**config.mk**
```make
export PLATFORM = sky130hd
export DESIGN_NAME = key_matrix_scanner_lockout
export DESIGN_NICKNAME = d
export VERILOG_FILES = /design/src/kmsl_pkg.sv /design/src/kmsl_update.sv /design/src/kmsl_cell.sv /design/src/key_matrix_scanner_lockout.sv
export SDC_FILE = /design/constraint.sdc
export NUM_CORES = 1
export LEC_CHECK = 0
export ABC_AREA = 1
export BUFFER_PORTS_ARGS = -buffer_cell sky130_fd_sc_hd__buf_2
export CORE_ASPECT_RATIO = 1.25
export CORE_MARGIN = 5
export CORE_UTILIZATION = 54
export DETAILED_ROUTE_END_ITERATION = 16
export HOLD_SLACK_MARGIN = 0.1
export PLACE_DENSITY = 0.73
export SETUP_SLACK_MARGIN = 0.1
export SLEW_MARGIN = 0
export SYNTH_ARGS = -nofsm -noshare
export SYNTH_HDL_FRONTEND = slang
export SYNTH_HIERARCHICAL = 1
export SYNTH_SLANG_ARGS = --single-unit
```
**constraint.sdc**
```tcl
create_clock -name clock -period 4.3 [get_ports clock]
set_input_delay 0.215 -clock clock [delete_from_list [all_inputs] [get_ports clock]]
set_output_delay 0.215 -clock clock [all_outputs]
set_load 0.05 [all_outputs]
```
**src/kmsl_pkg.sv**
```systemverilog
`timescale 1ns / 1ps
// ----------------------------------------------------------------------------
// kmsl_pkg
// Shared sizes and the per-row record of the keypad matrix scanner.
// ----------------------------------------------------------------------------
package kmsl_pkg;

   // matrix geometry
   localparam int ROWS  = 8;
   localparam int COLS  = 4;
   localparam int ROW_W = (ROWS > 1) ? $clog2(ROWS) : 1;

   // fixed field widths
   localparam int COLBITS_W = 4;
   localparam int CNT_W     = 4;

   // lockout register reset value
   localparam logic [CNT_W-1:0] LOCKOUT_RESET = CNT_W'(4);

   // last row index, where the scan wraps
   localparam logic [ROW_W-1:0] LAST_ROW = ROW_W'(ROWS - 1);

   // one row of the matrix: stored levels and a lockout counter per column
   typedef struct packed {
      logic [COLS-1:0]            levels;
      logic [COLS-1:0][CNT_W-1:0] counts;
   } row_rec_type;

endpackage

```
**src/kmsl_update.sv**
```systemverilog
`timescale 1ns / 1ps
// ----------------------------------------------------------------------------
// kmsl_update
// Per-column lockout and change detection for the row at the head of the ring.
// ----------------------------------------------------------------------------
module kmsl_update (
   input  kmsl_pkg::row_rec_type         rec_in,
   input  logic [kmsl_pkg::COLS-1:0]     column_bits,
   input  logic [kmsl_pkg::CNT_W-1:0]    lockout_visits,
   output kmsl_pkg::row_rec_type         rec_out,
   output logic [kmsl_pkg::COLS-1:0]     changed
);

   // each column is independent of the others
   always_comb begin
      rec_out = rec_in;
      changed = '0;
      for (int c = 0; c < kmsl_pkg::COLS; c++) begin
         if (rec_in.counts[c] != '0) begin
            rec_out.counts[c] = rec_in.counts[c] - kmsl_pkg::CNT_W'(1);
         end else if (column_bits[c] != rec_in.levels[c]) begin
            rec_out.levels[c] = column_bits[c];
            rec_out.counts[c] = lockout_visits;
            changed[c]        = 1'b1;
         end
      end
   end

endmodule

```
**src/kmsl_cell.sv**
```systemverilog
`timescale 1ns / 1ps
// ----------------------------------------------------------------------------
// kmsl_cell
// One slot of the row ring: holds a row record and takes its neighbour's on
// every accepted beat.
// ----------------------------------------------------------------------------
module kmsl_cell (
   input  logic                  clock,
   input  logic                  reset,
   input  logic                  shift_en,
   input  kmsl_pkg::row_rec_type rec_in,
   output kmsl_pkg::row_rec_type rec_out
);

   kmsl_pkg::row_rec_type state_ff;
   kmsl_pkg::row_rec_type state_in;

   // hold unless the ring turns
   always_comb begin
      state_in = shift_en ? rec_in : state_ff;
   end

   // state register, cleared on reset
   always_ff @(posedge clock) begin
      if (reset) begin
         state_ff <= '0;
      end else begin
         state_ff <= state_in;
      end
   end

   assign rec_out = state_ff;

endmodule

```
**src/key_matrix_scanner_lockout.sv**
```systemverilog
`timescale 1ns / 1ps
// ----------------------------------------------------------------------------
// key_matrix_scanner_lockout
// Keypad matrix scanner with per-switch change lockout, one row per poll.
// ----------------------------------------------------------------------------
// Each request beat carries the column levels read for the row currently
// driven; one response beat comes back per request with the scanned row, the
// mask of switches that changed, the stored levels of that row and the row to
// drive next. Rows are kept in a ring of cells that turns by one slot on every
// accepted beat, so the head cell always holds the row being scanned and the
// per-column update is a single compare and counter step. A request is taken
// every cycle while the response register is empty or being drained, and the
// response shows in the cycle after acceptance. A switch that reports a change
// ignores its column for lockout_visits further visits; lockout_visits resets
// to 4 and may be written through the csr port while the block is idle.
// ----------------------------------------------------------------------------
module key_matrix_scanner_lockout (
   input  logic                            clock,
   input  logic                            reset,
   // request channel
   input  logic                            req_valid,
   output logic                            req_stall,
   input  logic [kmsl_pkg::COLBITS_W-1:0]  req_column_bits,
   // response channel
   output logic                            rsp_valid,
   input  logic                            rsp_stall,
   output logic [kmsl_pkg::ROW_W-1:0]      rsp_scanned_row,
   output logic [kmsl_pkg::COLS-1:0]       rsp_changed_mask,
   output logic [kmsl_pkg::COLS-1:0]       rsp_row_levels,
   output logic [kmsl_pkg::ROW_W-1:0]      rsp_drive_row,
   // configuration
   input  logic                            csr_wr_en,
   input  logic [kmsl_pkg::CNT_W-1:0]      csr_wr_data
);

   logic                          accept;
   logic [kmsl_pkg::CNT_W-1:0]    lockout_ff;
   logic [kmsl_pkg::CNT_W-1:0]    lockout_in;
   logic [kmsl_pkg::ROW_W-1:0]    row_ff;
   logic [kmsl_pkg::ROW_W-1:0]    row_in;
   logic [kmsl_pkg::ROW_W-1:0]    next_row;
   logic                          rsp_valid_ff;
   logic                          rsp_valid_in;
   logic [kmsl_pkg::ROW_W-1:0]    scanned_ff;
   logic [kmsl_pkg::COLS-1:0]     changed_ff;
   logic [kmsl_pkg::COLS-1:0]     levels_ff;
   logic [kmsl_pkg::ROW_W-1:0]    drive_ff;
   logic [kmsl_pkg::COLS-1:0]     changed;
   kmsl_pkg::row_rec_type         head_upd;
   kmsl_pkg::row_rec_type         ring [kmsl_pkg::ROWS];

   // handshake: the response register parts the two sides
   assign req_stall = rsp_valid_ff & rsp_stall;
   assign accept    = req_valid & ~req_stall;

   // lockout register
   always_comb begin
      lockout_in = csr_wr_en ? csr_wr_data : lockout_ff;
   end

   always_ff @(posedge clock) begin
      if (reset) begin
         lockout_ff <= kmsl_pkg::LOCKOUT_RESET;
      end else begin
         lockout_ff <= lockout_in;
      end
   end

   // row counter, wraps after the last row
   always_comb begin
      next_row = (row_ff == kmsl_pkg::LAST_ROW) ? '0 : row_ff + kmsl_pkg::ROW_W'(1);
      row_in   = accept ? next_row : row_ff;
   end

   always_ff @(posedge clock) begin
      if (reset) begin
         row_ff <= '0;
      end else begin
         row_ff <= row_in;
      end
   end

   // update of the head row
   kmsl_update u_update (
      .rec_in         (ring[0]),
      .column_bits    (req_column_bits[kmsl_pkg::COLS-1:0]),
      .lockout_visits (lockout_ff),
      .rec_out        (head_upd),
      .changed        (changed)
   );

   // ring of row cells, updated head goes to the tail
   for (genvar i = 0; i < kmsl_pkg::ROWS; i++) begin : g_cell
      if (i == kmsl_pkg::ROWS - 1) begin : g_tail
         kmsl_cell u_cell (
            .clock    (clock),
            .reset    (reset),
            .shift_en (accept),
            .rec_in   (head_upd),
            .rec_out  (ring[i])
         );
      end else begin : g_body
         kmsl_cell u_cell (
            .clock    (clock),
            .reset    (reset),
            .shift_en (accept),
            .rec_in   (ring[i+1]),
            .rec_out  (ring[i])
         );
      end
   end

   // response valid
   always_comb begin
      if (accept) begin
         rsp_valid_in = 1'b1;
      end else if (~rsp_stall) begin
         rsp_valid_in = 1'b0;
      end else begin
         rsp_valid_in = rsp_valid_ff;
      end
   end

   always_ff @(posedge clock) begin
      if (reset) begin
         rsp_valid_ff <= 1'b0;
      end else begin
         rsp_valid_ff <= rsp_valid_in;
      end
   end

   // response payload
   always_ff @(posedge clock) begin
      if (accept) begin
         scanned_ff <= row_ff;
         changed_ff <= changed;
         levels_ff  <= head_upd.levels;
         drive_ff   <= next_row;
      end
   end

   assign rsp_valid        = rsp_valid_ff;
   assign rsp_scanned_row  = scanned_ff;
   assign rsp_changed_mask = changed_ff;
   assign rsp_row_levels   = levels_ff;
   assign rsp_drive_row    = drive_ff;

endmodule
```
==> summary.md, run 1 <==
| Metric | Value |
|---|---|
| Count of clock tree sinks | 182 |
| Cell count after synthesis | 1,239 |
| Drt drc | 0 |
| Reg-to-Reg Start | rsp_valid |
| Antenna Cells | 0 |
| Ranking of synthesized cells by area | dfxtp_1, nand2_1, nor2_1, inv_1, edfxtp_1 |
| Skew final | 0.009971 ns |
| Async S/R FF share, synth | 0 |
| Post-synth EDFFs | 14 |
| CTS root buf | clkbuf_16 |
| Gpl congestion | 0.8410 |
| Vias in the first global route | 5,745 |
| Fin. Hold Viols | 0 |
| Worst Hold Slack | 0.1278 ns |
| Post-route minimum period | 1.926 ns |
| R2R cell count | 7 |
| Remaining Overflow, GRT | 0 |
| WP data required | 4.61 ns |
| CTS tree | built |
| CTS Buffer Depth | 2 |
| Gr usage total | 0.1710 |
| Hold depth | 3 |
| Crit share post-route | 0.4480 |
| Fmax | 0.5191 GHz |
| Die height | 148.0 µm |
| Global-route wire length before repair | 25,420 µm |
| Max-slew violation count | 0 |
| Vias/cell | 4.437 |
| Post-route setup TNS | 0 ns |
| Initial core utilization | 0.5500 |
| DP HPWL | 9758 µm |
| Cell Pwr Density | 470.7 mW/mm² |
| Die area | 0.01781 mm² |
| FP Rows | 50 |
| Max-Cap Viols | 0 |
| Yosys cell types | 23 |
| Chip width | 120.4 µm |
| Largest vdd supply drop | 0.2875 mV |
| Synth cell count leaders | nand2_1, nor2_1, inv_1 |
| Deepest level of the CTS H-tree | 4 |
| Relative slew slack | 0.4929 |
| Crit path max fanout | 153 |
| Power after layout | 4.201 mW |
| Fillers | 1,381 |
| Worst slew pin tran | 0.7606 ns |
| Core ar. | 0.01495 mm² |
| Initial antenna violation count | 0 |
| Critical path endpoint category | flip-flop |
| Layout area overhead | 8.520% |
| Share of layout cells above drive strength 1 | 0.06651 |
| I/O pin total | 29 |
| Vias | 6,412 |
| Worst-Skew Late Latency | 0.42 ns |
| Post-Route WL | 14,710 µm |
| Final ANT Viol Nets | 0 |
| Min-Delay Path Class | in2reg |
| Yosys top cell by area | dfxtp_1 |
| Worst Setup Start Kind | input port |
| Nets@finish | 1,269 |
| Ys flop type | dfxtp_1 |
| Register area share after synthesis | 0.4601 |
| Unrepaired setup endpoints after global routing | no |
| Drt wl/cell | 10.18 µm |
| Initial DRC Count | 384 |
| Input/output buffers | 28 |
| Setup bufs post-CTS | 0 |
| Largest net degree at the start of global routing | 154 |
| Status | complete, no violations |
| Post-Syn Area | 0.008224 mm² |
| Hold_sp | csr_wr_en |
| Synth top area share | 0.4089 |
| Ys Warns | 6 |
| Resized cells post-CTS | 0 |
| Beginning of the critical path | req_valid |
| Pre-antenna DRT Iters | 7 |
| Most common cell in the netlist | nand2_1 |
| Worst-path clk slew | 0.06 ns |
| Final setup viols | 0 |
| Syn nets | 1,258 |
| Post-synthesis register bit count | 182 |
| Crit Path Class | in2reg |
| CTS buffer count | 17 |
| Syn avg cell area | 6.638 µm² |
| Static Leak | 4.525 nW |
| Hold_buf cts | 8 |
| Critical Path AT | 2.24 ns |
==> per-stage QoR <==
step	std cells	worst slack, ns	utilization	cell area [µm²]
after floorplan	1239	1.897	-	8224
after global placement	1405	2.382	0.5485	8202
after detailed placement	1405	2.375	0.5485	8202
after CTS	1445	2.387	0.5969	8925
after global routing	1445	2.196	0.5969	8925
final	1445	2.374	0.5969	8925
==> layout make-up <==
class	instances	area (µm²)	share of cell area
Inverter	209	792.0	0.08874
Multi-Input combinational cell	800	3216	0.3603
Clock buffer	22	475.5	0.05327
Sequential cell	182	3784	0.4239
Timing Repair Buffer	40	262.8	0.02944
Tap cell	182	227.7	0.02552
Clock inverter	10	167.7	0.01879
==> per-layer routing <==
layer	routed length, µm	global-route usage
met2	6720	0.2892
met1	7240	0.2151
met5	0	0
met4	273	0.05952
met3	473	0.03789
==> worst max-delay path, stage by stage <==
cell and delay (ns):
dlygate4sd3_1 0.52, buf_2 0.14, nand2_4 0.10, inv_8 0.53, buf_12 0.36, nand2_1 0.14, nand2_1 0.10, nor2_1 0.05
==> cell usage in the layout (no fill, tap or decap), types with 4 or more instances in the layout <==
| cell | synthesis | final |
|---|---|---|
| nand2_1 | 378 | 378 |
| o21ai_1 | 6 | 6 |
| ha_1 | 6 | 6 |
| clkbuf_16 | 0 | 18 |
| dlygate4sd3_1 | 0 | 8 |
| bufinv_16 | 0 | 4 |
| inv_2 | 6 | 6 |
| clkinvlp_4 | 0 | 4 |
| nor2_1 | 338 | 338 |
| nand2_2 | 6 | 6 |
| edfxtp_1 | 14 | 14 |
| buf_2 | 16 | 28 |
| inv_1 | 203 | 202 |
| dfxtp_1 | 168 | 168 |
| o21ai_0 | 7 | 7 |
| nor2_4 | 4 | 4 |
| nor2_2 | 4 | 4 |
| nand3_1 | 37 | 37 |
==> report_power, final <==
part / internal (mW) / switching (mW) / total, mW
logic: 0.207 / 0.402 / 0.609
clock network: 1.03 / 0.639 / 1.67
registers: 1.85 / 0.0751 / 1.92
total: 3.08 / 1.12 / 4.20
==> cell families (layout without fill, tap and decap cells) <==
kind of cell	count (synthesis)	count (layout)	synth area share
buffers and inverters	257	281	0.1489
flip-flops	182	182	0.4601
AND/OR/NAND/NOR	776	776	0.3700
AO/OA/AOI/OAI	17	17	0.01080
XOR/XNOR	1	1	0.001065
adder cells (fa/ha/maj)	6	6	0.009128
==> final timing paths <==
check                                       endpoint  slack (ns)
setup reg to reg  g_cell[7].g_tail.u_cell/rec_out[8]        2.39
hold / removal                         lockout_ff[1]        0.13
setup / recovery  g_cell[7].g_tail.u_cell/rec_out[8]        2.37
hold reg to reg   g_cell[1].g_body.u_cell/rec_out[0]        0.47
==> sequential cells by signal (all words and copies together) (netlist names) <==
signal	flops
rsp_drive_row	3
g_cell.g_tail.u_cell/rec_out	20
rsp_valid	1
lockout_ff	4
rsp_row_levels	4
rsp_scanned_row	3
g_cell.g_body.u_cell/rec_out	140
row_ff	3
rsp_changed_mask	4
No activity file was read; power rests on OpenSTA's default activity.
==> inputs of run 2 (changes only) <==
Clock period 4.3 ns to 2 ns, I/O delays scaled along.
==> run 2 against run 1 <==
  * Wire length increased by 13%
  * Critical path depth down 2
  * Hold slack better by 0.0060 ns
  * Largest cell class unchanged
  * Utilization rose by 0.77 points
==> summary.md, run 2 (synthesized netlist as in run 1, its figures left out) <==
| Metric | Value |
|---|---|
| Worst slack at placement | 0.5387 ns (-1.836 ns) |
| Skew final | 0.009083 ns (-0.0008882 ns) |
| CTS Buffer Depth | 2 (unchanged) |
| CTS root buf | clkbuf_16 |
| Die area | 0.01781 mm² (unchanged) |
| Post-Route WL | 16,570 µm (+13%) |
| RR Endpoint | g_cell[2].g_body.u_cell/rec_out[6] |
| Max-Cap Viols | 0 (unchanged) |
| Core Util, Final | 0.6046 (+0.007699) |
| Pre-antenna DRT Iters | 5 (-2) |
| Worst Hold Slack | 0.1338 ns (+0.006036 ns) |
| Unrepaired setup endpoints after global routing | no |
| Post-placement cell area | 0.008307 mm² (+1.3%) |
| Largest net degree at the start of global routing | 63 (-59%) |
| Vias in the first global route | 6,424 (+12%) |
| Worst-Skew Late Latency | 0.42 ns (about the same) |
| Initial antenna violation count | 0 (unchanged) |
| R2R cell count | 8 (+1) |
| FF+latch area | 0.003787 mm² (about the same) |
| Crit share post-route | 0.8598 |
| Worst-path clk slew | 0.06 ns (about the same) |
| Post-route setup TNS | 0 ns (unchanged) |
| Placed Cells | 1,410 (+0.36%) |
| Share of layout cells above drive strength 1 | 0.06897 (+0.002457) |
| Final setup viols | 0 (unchanged) |
| Drt drc | 0 (unchanged) |
| R2R Setup Slk | 0.51 ns (-1.88 ns) |
| Deepest level of the CTS H-tree | 4 (unchanged) |
| Global-route wire length before repair | 28,840 µm (+13%) |
| DP HPWL | 10,680 µm (+9.4%) |
| Nets@finish | 1,282 (+1.0%) |
| Vias | 6,758 (+5.4%) |
| Initial DRC Count | 533 (+39%) |
| Gpl congestion | 0.8387 (-0.27%) |
| Input/output buffers | 28 (unchanged) |
| Finished layout cell area | 0.009040 mm² (+1.3%) |
| Power after layout | 8.766 mW (+110%) |
| Beginning of the critical path | csr_wr_data[1] |
| Fin. Hold Viols | 0 (unchanged) |
| Cell Pwr Density | 969.7 mW/mm² (+110%) |
| Max-slew violation count | 0 (unchanged) |
| CTS buffer count | 17 (unchanged) |
| Area occupied by multi-input gates | 0.003221 mm² (+0.16%) |
| Relative slew slack | 0.4369 (-0.05602) |
| Min-Delay Path Class | in2reg |
| Chip width | 120.4 µm (unchanged) |
| Commonest non-fill, non-tap cells in the layout | nand2_1, nor2_1, inv_1 |
| Critical Path AT | 2.02 ns (-0.22 ns) |
| Status | complete, no violations |
| Worst Setup Start Kind | input port |
| Critical path endpoint category | flip-flop |
| Post-Layout Cell Count | 1,458 (+0.90%) |
| Final WS setup | 0.2804 ns (-2.093 ns) |
| Die height | 148.0 µm (unchanged) |
| Resized cells post-CTS | 0 (unchanged) |
| Vias/cell | 4.635 (+4.5%) |
| Critical path destination | lockout_ff[1] |
| Reg-to-Reg Start | rsp_valid |
| Wire length on met3 | 536 µm (+13%) |
| Fmax | 0.5815 GHz |
| DR top layer | met4 |
| Antenna Cells | 0 (unchanged) |
| Final ANT Viol Nets | 0 (unchanged) |
| Remaining Overflow, GRT | 0 (unchanged) |
| WP data required | 2.30 ns (-2.31 ns) |
| FP Rows | 50 (unchanged) |
| Initial core utilization | 0.5500 (unchanged) |
| Post-route minimum period | 1.720 ns |
| Worst slew pin tran | 0.8437 ns (+0.08310 ns) |
| Max reg flops | 140 (unchanged) |
| Count of clock tree sinks | 182 (unchanged) |
| Crit Path Class | in2reg |
| Drt wl/cell | 11.36 µm (+12%) |
| Hold depth | 3 (unchanged) |
| Met2 routed WL | 8330 µm (+24%) |
| Met1 Wirelength | 7417 µm (+2.4%) |
| I/O pin total | 29 (unchanged) |
| Core ar. | 0.01495 mm² (unchanged) |
| Fillers | 1,424 (+3.1%) |
| CTS tree | built |
| Crit path max fanout | 1 (-99%) |
| Layout area overhead | 9.919% |
| Most common cell after layout, fill and taps aside | nand2_1 |
| Static Leak | 4.618 nW (+2.1%) |
| Largest vdd supply drop | 0.5380 mV (+87%) |
| Gr usage total | 0.1987 (+0.02767) |
[run 2: changes by cell type in the layout (fill, tap and decap cells not counted), sizes merged]
cell | previous run | this run
clkbuf | 22 | 26
dlygate4sd3 | 8 | 16
buf | 32 | 37
bufinv | 4 | 1
clkinvlp | 4 | 2
clkinv | 0 | 2
inv | 211 | 210
[run 2: timing repair]
item | in CTS | in global routing
hold buffers | 16 | 0
hold endpoints to repair | 9 | 0
buffers inserted | 0 | 0
[run 2: where the power goes]
| part | internal [mW] | total (mW) | switching [mW] |
|---|---|---|---|
| registers | 3.98 | 4.14 | 0.163 |
| clock network | 1.89 | 3.25 | 1.35 |
| logic | 0.479 | 1.38 | 0.900 |
| total | 6.35 | 8.77 | 2.42 |
[run 2: per-layer routing]
metal / global-route usage / vias to the layer above
met2: 0.3589 / 114
met1: 0.2305 / 2997
met4: 0.07200 / 0
met5: 0 / -
li1: - / 3623
met3: 0.04171 / 24
[run 2: area by class of cell]
| cell class | instances | share of cell area |
|---|---|---|
| clock inverters | 6 | 0.006920 |
| clock buffers | 26 | 0.05647 |
| well taps | 182 | 0.02519 |
| repair buffers | 53 | 0.04900 |
| inverters | 209 | 0.08720 |
| multi-input cells | 800 | 0.3563 |
| flip-flops and latches | 182 | 0.4190 |
[run 2: critical path, cell delays in order]
cell and delay (ns):
dlygate4sd3_1 0.54, buf_2 0.13, nor2_1 0.09, dlygate4sd3_1 0.56, nor2_1 0.05, dlygate4sd3_1 0.56
[run 2: how the worst min path moves through the flow]
stage                       startpoint                end  slack, ns
floorplan                        reset          rsp_valid       0.16
global placement        csr_wr_data[2]      lockout_ff[2]       0.32
detailed placement      csr_wr_data[2]      lockout_ff[2]       0.33
CTS                 req_column_bits[0]  rsp_row_levels[0]       0.11
global route        req_column_bits[0]  rsp_row_levels[0]       0.16
finish              req_column_bits[0]  rsp_row_levels[0]       0.13
==> inputs of run 3 (changes only) <==
==> constraint.sdc (replaced) <==
create_clock -name clock -period 2 [get_ports clock]
set_input_delay 0.2 -clock clock [delete_from_list [all_inputs] [get_ports clock]]
set_output_delay 0.2 -clock clock [all_outputs]
set_load 0.05 [all_outputs]
==> run 3 against run 2 <==
  * Register-to-register slack better by 0.02 ns
  * Worst setup slack better by 0.12 ns
  * Sequential share of layout area hardly changed
  * Hold slack improved by 0.0098 ns
  * Clock-buffer cell count decreased by 8
  * Critical endpoint is now g_cell[1].g_body.u_cell/rec_out[16]
  * Largest power group unchanged
==> summary.md, run 3 (synthesized netlist as in run 1, its figures left out) <==
| Metric | Value |
|---|---|
| Fmax | 0.6238 GHz (+7.3%) |
| Sw Ratio | 0.2808 (+0.005057) |
| Post-Route WL | 16,280 µm (-1.7%) |
| Clock share of power | 0.369 (about the same) |
| Hold_sp | csr_wr_en |
| Reg-to-Reg Start | g_cell[0].g_body.u_cell/rec_out[8] |
| Max reg flops | 140 (unchanged) |
| Min-Delay Path Class | in2reg |
| Final setup viols | 0 (unchanged) |
| Met3 usage | 0.04363 (+0.001914) |
| Nets@finish | 1,281 (-0.078%) |
| Worst slew pin tran | 0.7881 ns (-0.05561 ns) |
| Die area | 0.01781 mm² (unchanged) |
| Crit share post-route | 0.8015 (-0.05830) |
| Worst-path clk slew | 0.07 ns (about the same) |
| Critical Path AT | 1.92 ns (-0.10 ns) |
| Input/output buffers | 28 (unchanged) |
| Static Leak | 4.616 nW (about the same) |
| Skew final | 0.007840 ns (-0.001242 ns) |
| Worst Setup Start Kind | input port |
| Register share of total power | 0.473 (about the same) |
| Drt wl/cell | 11.18 µm (-1.6%) |
| Pre-antenna DRT Iters | 5 (unchanged) |
| Most common cell after layout, fill and taps aside | nand2_1 |
| Largest net degree at the start of global routing | 54 (-14%) |
| Layout area overhead | 9.843% (about the same) |
| Beginning of the critical path | rsp_stall |
| Drt drc | 0 (unchanged) |
| Critical path's slowest cell | dlygate4sd3_1 |
| Final ANT Viol Nets | 0 (unchanged) |
| Worst-path cell chain | dlygate4sd3_1, buf_2, nand2_4, nand2_4, clkinvlp_4, buf_12, buf_4, nand2_1, nand2_1, nor2_1 |
| Chip width | 120.4 µm (unchanged) |
| Commonest non-fill, non-tap cells in the layout | nand2_1, nor2_1, inv_1 |
| Top delay family on crit path | buffers and inverters |
| Initial DRC Count | 373 (-30%) |
| Antenna Cells | 0 (unchanged) |
| Initial core utilization | 0.5500 (unchanged) |
| CTS tree | built |
| Count of clock tree sinks | 182 (unchanged) |
| Critical path endpoint category | flip-flop |
| CTS buffer count | 17 (unchanged) |
| Largest vdd supply drop | 0.5079 mV (-5.6%) |
| Fillers | 1,416 (-0.56%) |
| Crit path max fanout | 26 (+25) |
| Global-route wire length before repair | 27,740 µm (-3.8%) |
| Cell Pwr Density | 968.0 mW/mm² (-0.17%) |
| Crit Path Class | in2reg |
| Post-route setup TNS | 0 ns (unchanged) |
| Unrepaired setup endpoints after global routing | no |
| Vias in the first global route | 6,071 (-5.5%) |
| Vias/cell | 4.560 (-1.6%) |
| Die height | 148.0 µm (unchanged) |
| Max-Cap Viols | 0 (unchanged) |
| Met1 GRT Util | 0.2355 (+0.005041) |
| WP data required | 2.32 ns (+0.02 ns) |
| Post-route minimum period | 1.603 ns (-0.1166 ns) |
| Relative slew slack | 0.4740 (+0.03712) |
| FP Rows | 50 (unchanged) |
| Fin. Hold Viols | 0 (unchanged) |
| Worst Path Buf+Inv | 5 (+1) |
| Vias | 6,644 (-1.7%) |
| Combinational share of power | 0.158 (about the same) |
| CTS Buffer Depth | 2 (unchanged) |
| Remaining Overflow, GRT | 0 (unchanged) |
| Worst-Skew Late Latency | 0.43 ns (about the same) |
| Initial antenna violation count | 0 (unchanged) |
| Share of layout cells above drive strength 1 | 0.07294 (+0.003976) |
| Core Util, Final | 0.6042 (about the same) |
| I/O pin total | 29 (unchanged) |
| Sw power | 2.456 mW (+1.6%) |
| Status | complete, no violations |
| CTS root buf | clkbuf_16 |
| Max-slew violation count | 0 (unchanged) |
| Int Power | 6.289 mW (-0.94%) |
| Deepest level of the CTS H-tree | 4 (unchanged) |
| GR Layer Usage met2 | 0.3284 (-0.03049) |
| DP HPWL | 10,890 µm (+2.0%) |
| Gr busiest metal | met2 |
| Gpl congestion | 0.8465 (+0.93%) |
| Core ar. | 0.01495 mm² (unchanged) |
| Gr usage total | 0.1928 (-0.005868) |
| Max stage delay on crit path | 0.56 ns (about the same) |
[run 3: changes by cell type in the layout (fill, tap and decap cells not counted)]
cell           previous run  this run
buf_12                    6         8
inv_6                     1         3
dlygate4sd3_1            16        11
buf_4                     3         5
bufinv_16                 1         2
clkinv_2                  2         4
clkbuf_1                  5         1
clkbuf_16                18        17
clkbuf_8                  3         0
clkinvlp_4                2         3
inv_4                     1         0
clkinv_1                  0         3
[run 3: power by group through the flow]
stage / Combinational (mW) / Clock, mW / Sequential, mW
2_1_floorplan: 1.04 / 0 / 4.28
3_3_place_gp: 1.35 / 0 / 4.21
3_5_place_dp: 1.36 / 0 / 4.22
4_1_cts: 1.39 / 3.30 / 4.14
5_1_grt: 1.60 / 3.47 / 4.17
6_report: 1.39 / 3.22 / 4.14
[run 3: layer usage]
metal	routed length, µm	up-vias	share of wire
li1	-	3617	-
met1	7430	2890	0.46
met2	7914	100	0.49
met3	547	37	0.034
met4	391	0	0.024
met5	0	-	0
[run 3: worst paths after layout]
kind | slack [ns] | cells past startpoint | endpoint
worst min register to register | 0.46 | 2 | lockout_ff[2]
worst max-delay path | 0.40 | 10 | g_cell[1].g_body.u_cell/rec_out[16]
worst min-delay path | 0.14 | 4 | lockout_ff[2]
worst max register to register | 0.53 | 10 | g_cell[7].g_tail.u_cell/rec_out[18]
[run 3: area by class of cell]
type | instances | area, µm² | share of cell area
Inverter | 209 | 788.3 | 0.08726
Multi-Input combinational cell | 800 | 3221 | 0.3565
Clock buffer | 18 | 429.2 | 0.04751
Tap cell | 182 | 227.7 | 0.02521
Clock inverter | 14 | 132.6 | 0.01468
Timing Repair Buffer | 52 | 447.9 | 0.04958
Sequential cell | 182 | 3787 | 0.4193
[run 3: repair_timing]
item	4_1_cts	5_1_grt
hold buffers	11	0
gates resized for setup	0	0
endpoints found under the hold margin	6	0
setup buffers	0	0
setup endpoints to repair	0	0
[run 3: per-stage QoR]
step	area, µm²	hold WS (ns)	cells	power (mW)	setup slack [ns]
after floorplan	8237	0.2594	1239	5.324	0.03564
after global placement	8362	0.4190	1414	5.555	0.5420
after detailed placement	8362	0.4223	1414	5.581	0.5371
after CTS	9034	0.1333	1457	8.831	0.4401
after global routing	9034	0.1806	1457	9.242	0.3261
final	9034	0.1436	1457	8.745	0.3970
[run 3: tightest hold or removal path, delay by kind of cell]
family                 cells  cell delay (ns)
buffers and inverters      2             0.20
and+or+nand+nor            2             0.11
